[src/design/rpcv_pkg.sv]
// ----------------------------------------------------------------------------
// rpcv_pkg
// Types, codes and helpers shared by the call frame validator modules.
// ----------------------------------------------------------------------------
package rpcv_pkg;

  typedef enum logic [3:0] {
    PH_MAGIC    = 4'd0,
    PH_NAMELEN  = 4'd1,
    PH_NAME     = 4'd2,
    PH_ARGCOUNT = 4'd3,
    PH_TAG      = 4'd4,
    PH_BOOL     = 4'd5,
    PH_INT      = 4'd6,
    PH_FLOAT    = 4'd7,
    PH_STRLEN   = 4'd8,
    PH_STR      = 4'd9,
    PH_BLOBLEN  = 4'd10,
    PH_BLOB     = 4'd11,
    PH_DONE     = 4'd12
  } phase_t;

  typedef enum logic [2:0] {
    ERR_NONE     = 3'd0,
    ERR_MAGIC    = 3'd1,
    ERR_NAME     = 3'd2,
    ERR_ARGS     = 3'd3,
    ERR_TAG      = 3'd4,
    ERR_PAYLOAD  = 3'd5,
    ERR_TRUNC    = 3'd6,
    ERR_TRAILING = 3'd7
  } err_t;

  localparam logic [7:0] TAG_NULL  = 8'd0;
  localparam logic [7:0] TAG_BOOL  = 8'd1;
  localparam logic [7:0] TAG_INT   = 8'd2;
  localparam logic [7:0] TAG_FLOAT = 8'd3;
  localparam logic [7:0] TAG_STR   = 8'd4;
  localparam logic [7:0] TAG_BLOB  = 8'd5;

  localparam logic [7:0] REG_MAGIC       = 8'd0;
  localparam logic [7:0] REG_MAX_NAME    = 8'd1;
  localparam logic [7:0] REG_MAX_ARGS    = 8'd2;
  localparam logic [7:0] REG_MAX_PAYLOAD = 8'd3;

  localparam logic [31:0] MAGIC_RESET       = 32'h3143_5052;
  localparam logic [15:0] MAX_NAME_RESET    = 16'd256;
  localparam logic [15:0] MAX_ARGS_RESET    = 16'd1024;
  localparam logic [31:0] MAX_PAYLOAD_RESET = 32'd16777216;

  typedef struct packed {
    logic [7:0] in_byte;
    logic       end_of_message;
  } in_item_t;

  typedef struct packed {
    logic [3:0]  byte_role;
    logic [15:0] arg_index;
    logic [63:0] field_value;
    logic        field_complete;
    logic        frame_done;
    logic        frame_ok;
    logic [2:0]  error_code;
  } out_item_t;

  typedef struct packed {
    logic [31:0] magic_word;
    logic [15:0] max_name_length;
    logic [15:0] max_arg_count;
    logic [31:0] max_payload_length;
  } cfg_t;

  function automatic logic [3:0] field_len(phase_t ph);
    logic [3:0] len;
    unique case (ph) inside
      PH_MAGIC, PH_STRLEN, PH_BLOBLEN: len = 4'd4;
      PH_NAMELEN, PH_ARGCOUNT:         len = 4'd2;
      PH_INT, PH_FLOAT:                len = 4'd8;
      default:                         len = 4'd0;
    endcase
    return len;
  endfunction

endpackage

[src/design/rpcv_cfg_regs.sv]
// ----------------------------------------------------------------------------
// rpcv_cfg_regs
// Configuration register file: magic word and the three limits.
// ----------------------------------------------------------------------------
module rpcv_cfg_regs (
  input  logic          clk,
  input  logic          rst,
  input  logic          cfg_valid,
  output logic          cfg_ready,
  input  logic [7:0]    cfg_index,
  input  logic [31:0]   cfg_data,
  output rpcv_pkg::cfg_t cfg
);
  import rpcv_pkg::*;

  assign cfg_ready = 1'b1;

  always_ff @(posedge clk) begin
    if (rst) begin
      cfg.magic_word         <= MAGIC_RESET;
      cfg.max_name_length    <= MAX_NAME_RESET;
      cfg.max_arg_count      <= MAX_ARGS_RESET;
      cfg.max_payload_length <= MAX_PAYLOAD_RESET;
    end else if (cfg_valid && cfg_ready) begin
      unique case (cfg_index)
        REG_MAGIC:       cfg.magic_word         <= cfg_data;
        REG_MAX_NAME:    cfg.max_name_length    <= cfg_data[15:0];
        REG_MAX_ARGS:    cfg.max_arg_count      <= cfg_data[15:0];
        REG_MAX_PAYLOAD: cfg.max_payload_length <= cfg_data;
        default: ;
      endcase
    end
  end

endmodule

[src/design/rpcv_in_stage.sv]
// ----------------------------------------------------------------------------
// rpcv_in_stage
// Input register: holds one item until the parser takes it.
// ----------------------------------------------------------------------------
module rpcv_in_stage (
  input  logic              clk,
  input  logic              rst,
  input  logic              in_valid,
  output logic              in_ready,
  input  rpcv_pkg::in_item_t in_data,
  output logic              item_valid,
  output rpcv_pkg::in_item_t item,
  input  logic              item_take
);
  import rpcv_pkg::*;

  assign in_ready = !item_valid || item_take;

  always_ff @(posedge clk) begin
    if (rst) begin
      item_valid <= 1'b0;
    end else if (in_ready) begin
      item_valid <= in_valid;
    end
  end

  always_ff @(posedge clk) begin
    if (in_valid && in_ready) begin
      item <= in_data;
    end
  end

endmodule

[src/design/rpcv_parser.sv]
// ----------------------------------------------------------------------------
// rpcv_parser
// Per-byte frame parser: parse state, one-step update and result register.
// ----------------------------------------------------------------------------
module rpcv_parser (
  input  logic               clk,
  input  logic               rst,
  input  logic               item_valid,
  input  rpcv_pkg::in_item_t  item,
  output logic               item_take,
  input  rpcv_pkg::cfg_t      cfg,
  output logic               out_valid,
  input  logic               out_ready,
  output rpcv_pkg::out_item_t out_data
);
  import rpcv_pkg::*;

  phase_t      phase, phase_next;
  logic [2:0]  byte_in_field, byte_in_field_next;
  logic [63:0] field_acc, field_acc_next;
  logic [31:0] bytes_rem, bytes_rem_next;
  logic [15:0] args_rem, args_rem_next;
  logic [15:0] cur_arg, cur_arg_next;
  logic [2:0]  cur_tag, cur_tag_next;
  err_t        first_err, first_err_next;

  logic [7:0]  b;
  logic [3:0]  len;
  logic [63:0] fv_full;
  logic        in_field;
  logic        field_done;
  logic [31:0] rem_dec;
  logic        do_next_arg;
  logic        do_fail;
  err_t        fail_code;
  out_item_t   result;

  assign item_take = item_valid && (!out_valid || out_ready);

  assign b        = item.in_byte;
  assign len      = field_len(phase);
  assign in_field = (phase < PH_DONE) && (len != 4'd0);
  assign rem_dec  = (bytes_rem != 32'd0) ? bytes_rem - 32'd1 : bytes_rem;

  always_comb begin
    fv_full = field_acc;
    fv_full[{byte_in_field, 3'b000} +: 8] = b;
  end

  assign field_done = in_field && (({1'b0, byte_in_field} + 4'd1) >= len);

  // next state
  always_comb begin
    phase_next         = phase;
    byte_in_field_next = byte_in_field;
    field_acc_next     = field_acc;
    bytes_rem_next     = bytes_rem;
    args_rem_next      = args_rem;
    cur_arg_next       = cur_arg;
    cur_tag_next       = cur_tag;
    first_err_next     = first_err;
    do_next_arg        = 1'b0;
    do_fail            = 1'b0;
    fail_code          = ERR_NONE;

    if (phase >= PH_DONE) begin
      if (first_err == ERR_NONE) begin
        first_err_next = ERR_TRAILING;
      end
      phase_next = PH_DONE;
    end else if (in_field) begin
      if (field_done) begin
        field_acc_next     = '0;
        byte_in_field_next = '0;
        unique case (phase) inside
          PH_MAGIC: begin
            if (fv_full[31:0] != cfg.magic_word) begin
              do_fail   = 1'b1;
              fail_code = ERR_MAGIC;
            end else begin
              phase_next = PH_NAMELEN;
            end
          end
          PH_NAMELEN: begin
            if (fv_full[15:0] > cfg.max_name_length) begin
              do_fail   = 1'b1;
              fail_code = ERR_NAME;
            end else if (fv_full[15:0] == 16'd0) begin
              phase_next = PH_ARGCOUNT;
            end else begin
              bytes_rem_next = {16'd0, fv_full[15:0]};
              phase_next     = PH_NAME;
            end
          end
          PH_ARGCOUNT: begin
            if (fv_full[15:0] > cfg.max_arg_count) begin
              do_fail   = 1'b1;
              fail_code = ERR_ARGS;
            end else if (fv_full[15:0] == 16'd0) begin
              phase_next = PH_DONE;
            end else begin
              args_rem_next = fv_full[15:0];
              phase_next    = PH_TAG;
            end
          end
          PH_INT, PH_FLOAT: begin
            do_next_arg = 1'b1;
          end
          PH_STRLEN, PH_BLOBLEN: begin
            if (fv_full[31:0] > cfg.max_payload_length) begin
              do_fail   = 1'b1;
              fail_code = ERR_PAYLOAD;
            end else if (fv_full[31:0] == 32'd0) begin
              do_next_arg = 1'b1;
            end else begin
              bytes_rem_next = fv_full[31:0];
              phase_next     = (phase == PH_STRLEN) ? PH_STR : PH_BLOB;
            end
          end
          default: ;
        endcase
      end else begin
        field_acc_next     = fv_full;
        byte_in_field_next = byte_in_field + 3'd1;
      end
    end else begin
      unique case (phase) inside
        PH_NAME: begin
          bytes_rem_next = rem_dec;
          if (rem_dec == 32'd0) begin
            phase_next = PH_ARGCOUNT;
          end
        end
        PH_TAG: begin
          unique case (b)
            TAG_NULL: begin
              cur_tag_next = 3'd0;
              do_next_arg  = 1'b1;
            end
            TAG_BOOL: begin
              cur_tag_next = 3'd1;
              phase_next   = PH_BOOL;
            end
            TAG_INT: begin
              cur_tag_next = 3'd2;
              phase_next   = PH_INT;
            end
            TAG_FLOAT: begin
              cur_tag_next = 3'd3;
              phase_next   = PH_FLOAT;
            end
            TAG_STR: begin
              cur_tag_next = 3'd4;
              phase_next   = PH_STRLEN;
            end
            TAG_BLOB: begin
              cur_tag_next = 3'd5;
              phase_next   = PH_BLOBLEN;
            end
            default: begin
              do_fail   = 1'b1;
              fail_code = ERR_TAG;
            end
          endcase
        end
        PH_BOOL: begin
          do_next_arg = 1'b1;
        end
        PH_STR, PH_BLOB: begin
          bytes_rem_next = rem_dec;
          if (rem_dec == 32'd0) begin
            do_next_arg = 1'b1;
          end
        end
        default: begin
          do_fail   = 1'b1;
          fail_code = ERR_NONE;
        end
      endcase
    end

    if (do_next_arg) begin
      cur_arg_next = cur_arg + 16'd1;
      if (args_rem <= 16'd1) begin
        args_rem_next = '0;
        phase_next    = PH_DONE;
      end else begin
        args_rem_next = args_rem - 16'd1;
        phase_next    = PH_TAG;
      end
    end

    if (do_fail) begin
      if (first_err == ERR_NONE) begin
        first_err_next = fail_code;
      end
      phase_next = PH_DONE;
    end

    if (item.end_of_message && (phase_next != PH_DONE) && (first_err_next == ERR_NONE)) begin
      first_err_next = ERR_TRUNC;
    end
  end

  // result fields
  always_comb begin
    result.byte_role      = (phase >= PH_DONE) ? PH_DONE : phase;
    result.arg_index      = cur_arg;
    result.field_value    = field_done ? fv_full : 64'd0;
    result.field_complete = field_done;
    result.frame_done     = item.end_of_message;
    result.frame_ok       = item.end_of_message && (first_err_next == ERR_NONE);
    result.error_code     = first_err_next;
  end

  always_ff @(posedge clk) begin
    if (rst || (item_take && item.end_of_message)) begin
      phase         <= PH_MAGIC;
      byte_in_field <= '0;
      field_acc     <= '0;
      bytes_rem     <= '0;
      args_rem      <= '0;
      cur_arg       <= '0;
      cur_tag       <= '0;
      first_err     <= ERR_NONE;
    end else if (item_take) begin
      phase         <= phase_next;
      byte_in_field <= byte_in_field_next;
      field_acc     <= field_acc_next;
      bytes_rem     <= bytes_rem_next;
      args_rem      <= args_rem_next;
      cur_arg       <= cur_arg_next;
      cur_tag       <= cur_tag_next;
      first_err     <= first_err_next;
    end
  end

  always_ff @(posedge clk) begin
    if (rst) begin
      out_valid <= 1'b0;
    end else if (item_take) begin
      out_valid <= 1'b1;
    end else if (out_ready) begin
      out_valid <= 1'b0;
    end
  end

  always_ff @(posedge clk) begin
    if (item_take) begin
      out_data <= result;
    end
  end

endmodule

[src/design/rpc_call_frame_validator_top.sv]
// ----------------------------------------------------------------------------
// rpc_call_frame_validator_top
// Byte-serial call frame validator with role tagging and verdict per message.
// ----------------------------------------------------------------------------
// Path: input register, one parse pass, then result register for each byte.
// Throughput: 1 byte per cycle while out_ready stays high.
// Reset: parse state cleared to the magic phase, registers to their defaults.
// Parse state also returns to reset after each byte marked end_of_message.
module rpc_call_frame_validator_top (
  input  logic                clk,
  input  logic                rst,
  input  logic                in_valid,
  output logic                in_ready,
  input  rpcv_pkg::in_item_t  in_data,
  output logic                out_valid,
  input  logic                out_ready,
  output rpcv_pkg::out_item_t out_data,
  input  logic                cfg_valid,
  output logic                cfg_ready,
  input  logic [7:0]          cfg_index,
  input  logic [31:0]         cfg_data
);
  import rpcv_pkg::*;

  cfg_t     cfg;
  logic     item_valid;
  in_item_t item;
  logic     item_take;

  rpcv_cfg_regs u_cfg (
    .clk       (clk),
    .rst       (rst),
    .cfg_valid (cfg_valid),
    .cfg_ready (cfg_ready),
    .cfg_index (cfg_index),
    .cfg_data  (cfg_data),
    .cfg       (cfg)
  );

  rpcv_in_stage u_in (
    .clk        (clk),
    .rst        (rst),
    .in_valid   (in_valid),
    .in_ready   (in_ready),
    .in_data    (in_data),
    .item_valid (item_valid),
    .item       (item),
    .item_take  (item_take)
  );

  rpcv_parser u_parse (
    .clk        (clk),
    .rst        (rst),
    .item_valid (item_valid),
    .item       (item),
    .item_take  (item_take),
    .cfg        (cfg),
    .out_valid  (out_valid),
    .out_ready  (out_ready),
    .out_data   (out_data)
  );

  a_ok_clean: assert property (@(posedge clk) disable iff (rst)
    out_valid && out_data.frame_ok |-> out_data.frame_done && out_data.error_code == ERR_NONE)
    else $error("frame_ok with error or without frame_done");

  a_reject_coded: assert property (@(posedge clk) disable iff (rst)
    out_valid && out_data.frame_done && !out_data.frame_ok |-> out_data.error_code != ERR_NONE)
    else $error("reject without error code");

  a_field_role: assert property (@(posedge clk) disable iff (rst)
    out_valid && out_data.field_complete |->
      (out_data.byte_role == PH_MAGIC || out_data.byte_role == PH_NAMELEN ||
       out_data.byte_role == PH_ARGCOUNT || out_data.byte_role == PH_INT ||
       out_data.byte_role == PH_FLOAT || out_data.byte_role == PH_STRLEN ||
       out_data.byte_role == PH_BLOBLEN))
    else $error("field completed on a non-field byte");

  a_take_fills: assert property (@(posedge clk) disable iff (rst)
    item_take |=> out_valid)
    else $error("taken item produced no result");

endmodule

[config.mk]
export PLATFORM = sky130hd
export DESIGN_NAME = rpc_call_frame_validator_top
export DESIGN_NICKNAME = d
export VERILOG_FILES = /design/src/design/rpcv_pkg.sv /design/src/design/rpcv_cfg_regs.sv /design/src/design/rpcv_in_stage.sv /design/src/design/rpcv_parser.sv /design/src/design/rpc_call_frame_validator_top.sv
export SDC_FILE = /design/constraint.sdc
export NUM_CORES = 1
export LEC_CHECK = 0
export ABC_AREA = 0
export ABC_CLOCK_PERIOD_IN_PS = 6000
export BUFFER_PORTS_ARGS = -buffer_cell sky130_fd_sc_hd__buf_2
export CAP_MARGIN = 25
export CORE_UTILIZATION = 60
export DETAILED_ROUTE_END_ITERATION = 6
export PLACE_DENSITY = 0.84
export SYNTH_ARGS = -nofsm -noshare
export SYNTH_HDL_FRONTEND = slang
export SYNTH_HIERARCHICAL = 1
export SYNTH_SLANG_ARGS = --single-unit
export TNS_END_PERCENT = 100
[constraint.sdc]
create_clock -name clk -period 6 [get_ports clk]
set_input_delay 0.6 -clock clk [delete_from_list [all_inputs] [get_ports clk]]
set_output_delay 0.6 -clock clk [all_outputs]
set_load 0.005 [all_outputs]
After elaboration in Yosys (flattened, before gate mapping)
Index checks and enable logic that the tools add are counted.
Widths: inputs -> output; s select.
{ "word_totals": {"register_bits": 335, "wordCells": 188, "inputBits": 54, "out_inout_bits": 93} }
{ "op_classes": {"bitwise_logic": 1, "order_cmp": 7, "n_mux": 75, "n_addsub": 6, "reduce_logical": 45, "n_eq_ne": 30, "shifts": 2} }
{ "ops": {"columns": ["cell", "count"], "rows": [
  ["$mux 32", 8],
  ["$mux 16", 8],
  ["$bwmux 64", 1],
  ["$logic_not 32->1", 2],
  ["$mux 64", 1],
  ["$pmux 32 s2", 1],
  ["$shift 8x8->64 const A", 1],
  ["$shiftx 8x8->64", 1],
  ["$mux 4", 13],
  ["$mux 3", 12],
  ["$eq 8x2->1 const B", 4],
  ["$gt 16x16->1", 2],
  ["$gt 32x32->1", 1],
  ["$ne 32x32->1", 1],
  ["$reduce_bool 32->1", 1],
  ["$sub 32x1->32 const B", 1],
  ["$pmux 4 s5", 1],
  ["$mux 1", 19],
  ["$add 16x1->16 const B", 1],
  ["$eq 4x3->1 const B", 4],
  ["$eq 4x4->1 const B", 4],
  ["$eq 8x1->1 const B", 2],
  ["$eq 8x3->1 const B", 2],
  ["$le 16x1->1 const B", 1],
  ["other kinds (39)", 74]
]} }

Longest topological paths before layout
{ "logic_depth": {"word_depth": 18, "mapped_depth": 25, "depth_no_buf": 20} }

Hierarchy
The synthesis kept the hierarchy.
{ "by_module_without_submodules": {"columns": ["module", "area_each_um2", "cells_each", "seq_area_each_um2", "n_inst"], "rows": [
  ["rpcv_parser", 13983.4, 1677, 5485.3, 1],
  ["rpcv_cfg_regs", 3975.1, 366, 1921.8, 1],
  ["rpcv_in_stage", 325.3, 14, 290.3, 1]
]} }

Least setup slack after synthesis
No wires, ideal clock.
{ "synth_path": {"kind": "flip-flop to flip-flop", "start": "register u_parse.byte_in_field[0]", "end": "register u_parse/out_data[3] (netlist name)", "t_required_ps": 5867, "synth_period_minus_slack_ps": 5482, "n_path_buf": 3, "arrival_ps": 5350, "setup_slack_ps": 518, "setup_ps": 133, "path_stages_with_launch": 22, "cell_sequence": "dfxtp_1 -> clkbuf_1 -> inv_1 -> ha_1 -> ha_1 -> clkbuf_1 -> nor4bb_1 -> clkbuf_1 -> mux2i_1 -> inv_1 -> ha_1 -> and3_1 -> and4_1 -> a22oi_1 -> nand3_1 -> o311ai_0 -> nor2_1 -> or4_1 -> o22ai_1 -> inv_1 -> nor4_1 -> and2_1"} }
{ "synth_lines": {"columns": ["item", "line", "source"], "rows": [
  ["start, declared", "rpcv_parser.sv:19", "logic [2:0] byte_in_field, byte_in_field_next;"],
  ["start signal, assigned", "rpcv_parser.sv:228", "byte_in_field <= byte_in_field_next;"]
]} }

Worst setup path after layout
{ "layout_path": {"start": "register u_parse.byte_in_field[1]", "end": "register u_parse/out_data[1] (netlist name)"} }
{ "layout_between": {"elab_chain_len": 16, "elab_cells_between_ends": 55, "cone_classes": "add/sub: 2; order compare: 4; eq/ne: 2; shift: 2; mux: 39; reduce/logical: 6"} }
{ "layout_rtl": {"columns": ["item", "line", "source"], "rows": [
  ["$neg 6->8 (*)", "rpcv_parser.sv:47", "fv_full[{byte_in_field, 3'b000} +: 8] = b;"],
  ["$shiftx 8x8->64 / $shift 8x8->64 (equally long branches)", "rpcv_parser.sv:47", null],
  ["$bwmux 64 (*)", "rpcv_parser.sv:47", null],
  ["named net u_parse.fv_full[23]", "rpcv_parser.sv:29", "logic [63:0] fv_full;"],
  ["parallel branches: the longest is 12 deep, another holds $gt 32x32->1", null, null],
  ["$mux 3 (*)", "rpcv_parser.sv:200", "if (item.end_of_message && (phase_next != PH_DONE) && (first_err_next == ERR_NONE)) begin"],
  ["named net u_parse.first_err_next[1]", "rpcv_parser.sv:25", "err_t first_err, first_err_next;"]
]} }
Mark *: on every way through the listed nets, which the timed path passes.
A chain may end at the register's enable or synchronous reset.

==> results.toml <==
[outcome]
outcome = "finished with violations"
violations = "DRC"

[logic_synthesis]
netlist_area_mm2 = 0.0183
synth-seq-cells = 335
synth_fa_ha_area_share_pct = 5.20
yosys-top-cells-count = "nor2_1 (267), dfxtp_1 (236), mux2i_1 (136)"
syn-num-nets = 2187
synth_mux_area_share_pct = 7.57
synthArstFlopShare_pct = 0
yosysSeqAreaShare_pct = 42.1
synth.largest_area_cell = "dfxtp_1"
synthSimpleGateAreaFrac_pct = 22.0
synth_xor_area_share_pct = 2.20
netlist_instances = 2057
synthDistinctLibCells = 89
synth-main-ff-cell = "dfxtp_1"
synth_compound_area_share_pct = 14.7
synth_top_family_by_area = "simple AND/OR/NAND/NOR gates"
post_synth.cell_area_avg_um2 = 8.89
synth_top_area_share_pct = 25.8
synth_edf_count = 99
synthTopCellsByArea = "dfxtp_1 (26%), edfxtp_1 (16%), mux2i_1 (7.4%)"
yosys_warnings = 6
synth.most_common_cell = "nor2_1"

[clock_tree]
cts_sinks = 335
insertion_delay_ns = 0.52
tritoncts = "built"
cts_root_buffer = "clkbuf_16"
ctsLongestPathBuffers = 3
post-cts-setup-buffers = 0
htreeDepth = 2
clk_pin_slew_ns = 0.06
cts_inserted_buffers = 35

[global_route]
grt_first_pass_wirelength_um = 83900
track_usage_pct = 34.2
grt_overflow = 0
grt_max_degree = 132
antenna_found_initial = 0
grt_pass1_vias = 15722

[floorplan]
num_io_pins = 147
start_util_pct = 61.4
fp.dieH_um = 177
rows = 63
core_area_mm2 = 0.0298
die_x_um = 177
dieArea_mm2 = 0.0312

[final_layout]
drive_gt1_share_pct = 14.1
nNetsFinal = 2303
fillers = 2314
regArea_mm2 = 0.00770
multiInputGateArea_mm2 = 0.00948
final_cell_area_mm2 = 0.0206
syn_to_final_growth_pct = 12.8

[timing]
finalMaxSlewViolations = 0
rsz0062_at_grt = "false"
slew_headroom_pct = 28.2
clock_skew_ns = 0.0156
clock.fmax_ghz = 0.173
period_needed_ns = 5.78
setup_viol = 0
finalSetupTns_ns = 0
worst_slew_pin_slew_ns = 1.08
fin_crit_sh_pct = 96.4
hold_viol_final = 0

[routing]
firstDrtPassIters = 7
vias_per_cell = 6.35
drc = 4
wl_per_cell_um = 20.8
drt_iter0_drc = 1829
antenna_left = 0
routed_wl_um = 53800
vias = 16437

[placed_design]
portBuffers = 145
placed_area_mm2 = 0.0194
dpl.hpwl_um = 37900
gp_congestion = 1.01

[run]
maxCapViolations = 0

[critical_path]
max_stage_delay_ns = 0.72
path_cells = "inv_1, ha_1, ha_1, and4_1, mux2i_1, inv_1, ha_1, and4_1, and4_1, a22oi_1, nand3_1, o311ai_2, nor2_1, or4_1, o22ai_1, inv_1, nor4_1, a211o_1"
crit_required_ns = 6.38
cp_max_fo = 14
cp-start-kind = "flip-flop"
cp_slowest_cell = "and4_1"
cp.arrival_ns = 6.17
cp-end-kind = "flip-flop"
path_class = "flip-flop to flip-flop"
critPathBufInv = 3
path_delay_family = "simple AND/OR/NAND/NOR gates"

[pwr]
power.density_mw_per_mm2 = 262
p_leak_uw = 0.00834
irDropWorstVdd_mv = 0.217

[worst_hold_path]
min_path_type = "input pin to flip-flop"
==> per-layer routing <==
| layer | track usage (%) | up-vias | routed length, um |
|---|---|---|---|
| met1 | 42.3 | 7806 | 21500 |
| met3 | 5.58 | 203 | 4280 |
| met5 | 0 | - | 0 |
| met2 | 58.0 | 871 | 25300 |
| li1 | - | 7557 | - |
| met4 | 15.8 | 0 | 2720 |
==> layout by cell type (no fill, tap or decap), types with 7 or more instances in the layout <==
master,n
dfxtp_1,236
nor2_1,267
nor4_1,27
nand3_1,42
a211oi_1,16
and2_1,17
nor2b_1,7
and3_1,14
buf_4,67
a31oi_1,15
nor3b_1,8
or3_1,14
xor2_1,23
nor3_1,60
xnor2_1,23
a2111oi_0,9
a32oi_1,34
nand4_1,25
o21ai_0,56
a22oi_1,16
inv_1,133
o211ai_1,7
nand2b_1,126
o22ai_1,14
o221ai_1,13
mux2i_1,136
edfxtp_1,99
clkbuf_16,36
clkbuf_1,7
ha_1,76
a21oi_1,122
buf_2,144
nand2_1,130
or4_1,13
a21o_1,14
and4_1,8
==> what timing repair did <==
item / 4_1_cts / 5_1_grt
hold buffers: 0 / 0
resized for setup: 1 / 1
endpoints found under the setup margin: 2 / 7
==> worst paths after layout <==
kind                                  from              endpoint  slack, ns  cells after the start
setup reg to reg  u_parse/byte_in_field[1]   u_parse/out_data[1]       0.22                     18
hold / removal                  in_data[2]          u_in/item[2]       0.26                      1
setup / recovery  u_parse/byte_in_field[1]   u_parse/out_data[1]       0.22                     18
hold reg to reg        u_parse/cur_arg[15]  u_parse/out_data[85]       0.46                      0
==> logic make-up after synthesis <==
kind of cell               after synthesis
muxes                                  138
and+or+nand+nor                        793
xor gates and xnor gates                46
adders and majority gates               76
DFF                                    335
other                                    1
AOI/OAI and AO/OA                      398
buffers and inverters                  270
==> worst register-to-register path: stages, from the launching register on <==
cell and delay [ns]:
dfxtp_1 0.41, inv_1 0.10, ha_1 0.23, ha_1 0.41
and4_1 0.72, mux2i_1 0.34, inv_1 0.07, ha_1 0.31
and4_1 0.20, and4_1 0.22, a22oi_1 0.21, nand3_1 0.21
o311ai_2 0.48, nor2_1 0.13, or4_1 0.52, o22ai_1 0.22
inv_1 0.09, nor4_1 0.54, a211o_1 0.22
==> cell type report <==
cell class / instances / area share, %
well taps: 390 / 2.37
multi-input cells: 1452 / 45.9
clock inverters: 18 / 1.06
inverters: 135 / 2.47
repair buffers: 214 / 6.22
flip-flops and latches: 335 / 37.3
diodes: 1 / 0.0121
clock buffers: 45 / 4.63
==> flip-flops by register name, summed over array words and instances, names as in the netlist <==
register and flops:
u_cfg/cfg 96, u_parse/out_data 90, u_parse/field_acc 64, u_parse/bytes_rem 32, u_parse/args_rem 16, u_parse/cur_arg 16
u_in/item 9, u_parse/phase 4, u_parse/byte_in_field 3, u_parse/first_err 3, u_in/item_valid 1, u_parse/out_valid 1
==> report_power, final <==
| group | internal, uW | total, uW | switching [uW] | leakage, uW |
|---|---|---|---|---|
| registers | 2380 | 2430 | 44.1 | 0.00284 |
| logic | 267 | 761 | 494 | 0.00493 |
| clock network | 1310 | 2210 | 905 | 0.000564 |
| total | 3960 | 5400 | 1440 | 0.00834 |
==> stage by stage <==
stage / instances / hold WS (ns) / total power, uW / util (%) / worst slack (ns)
after CTS: 2589 / 0.251 / 5400 / 69.2 / 0.249
after global placement: 2526 / 0.433 / 3190 / 65.3 / 0.491
after global routing: 2589 / 0.253 / 5570 / 69.2 / 0.0684
after detailed placement: 2526 / 0.447 / 3210 / 65.3 / 0.0363
final: 2590 / 0.260 / 5400 / 69.2 / 0.216
after floorplan: 2057 / 0.417 / 2920 / - / 0.518
Note: power is estimated with default switching activity, not from simulation.
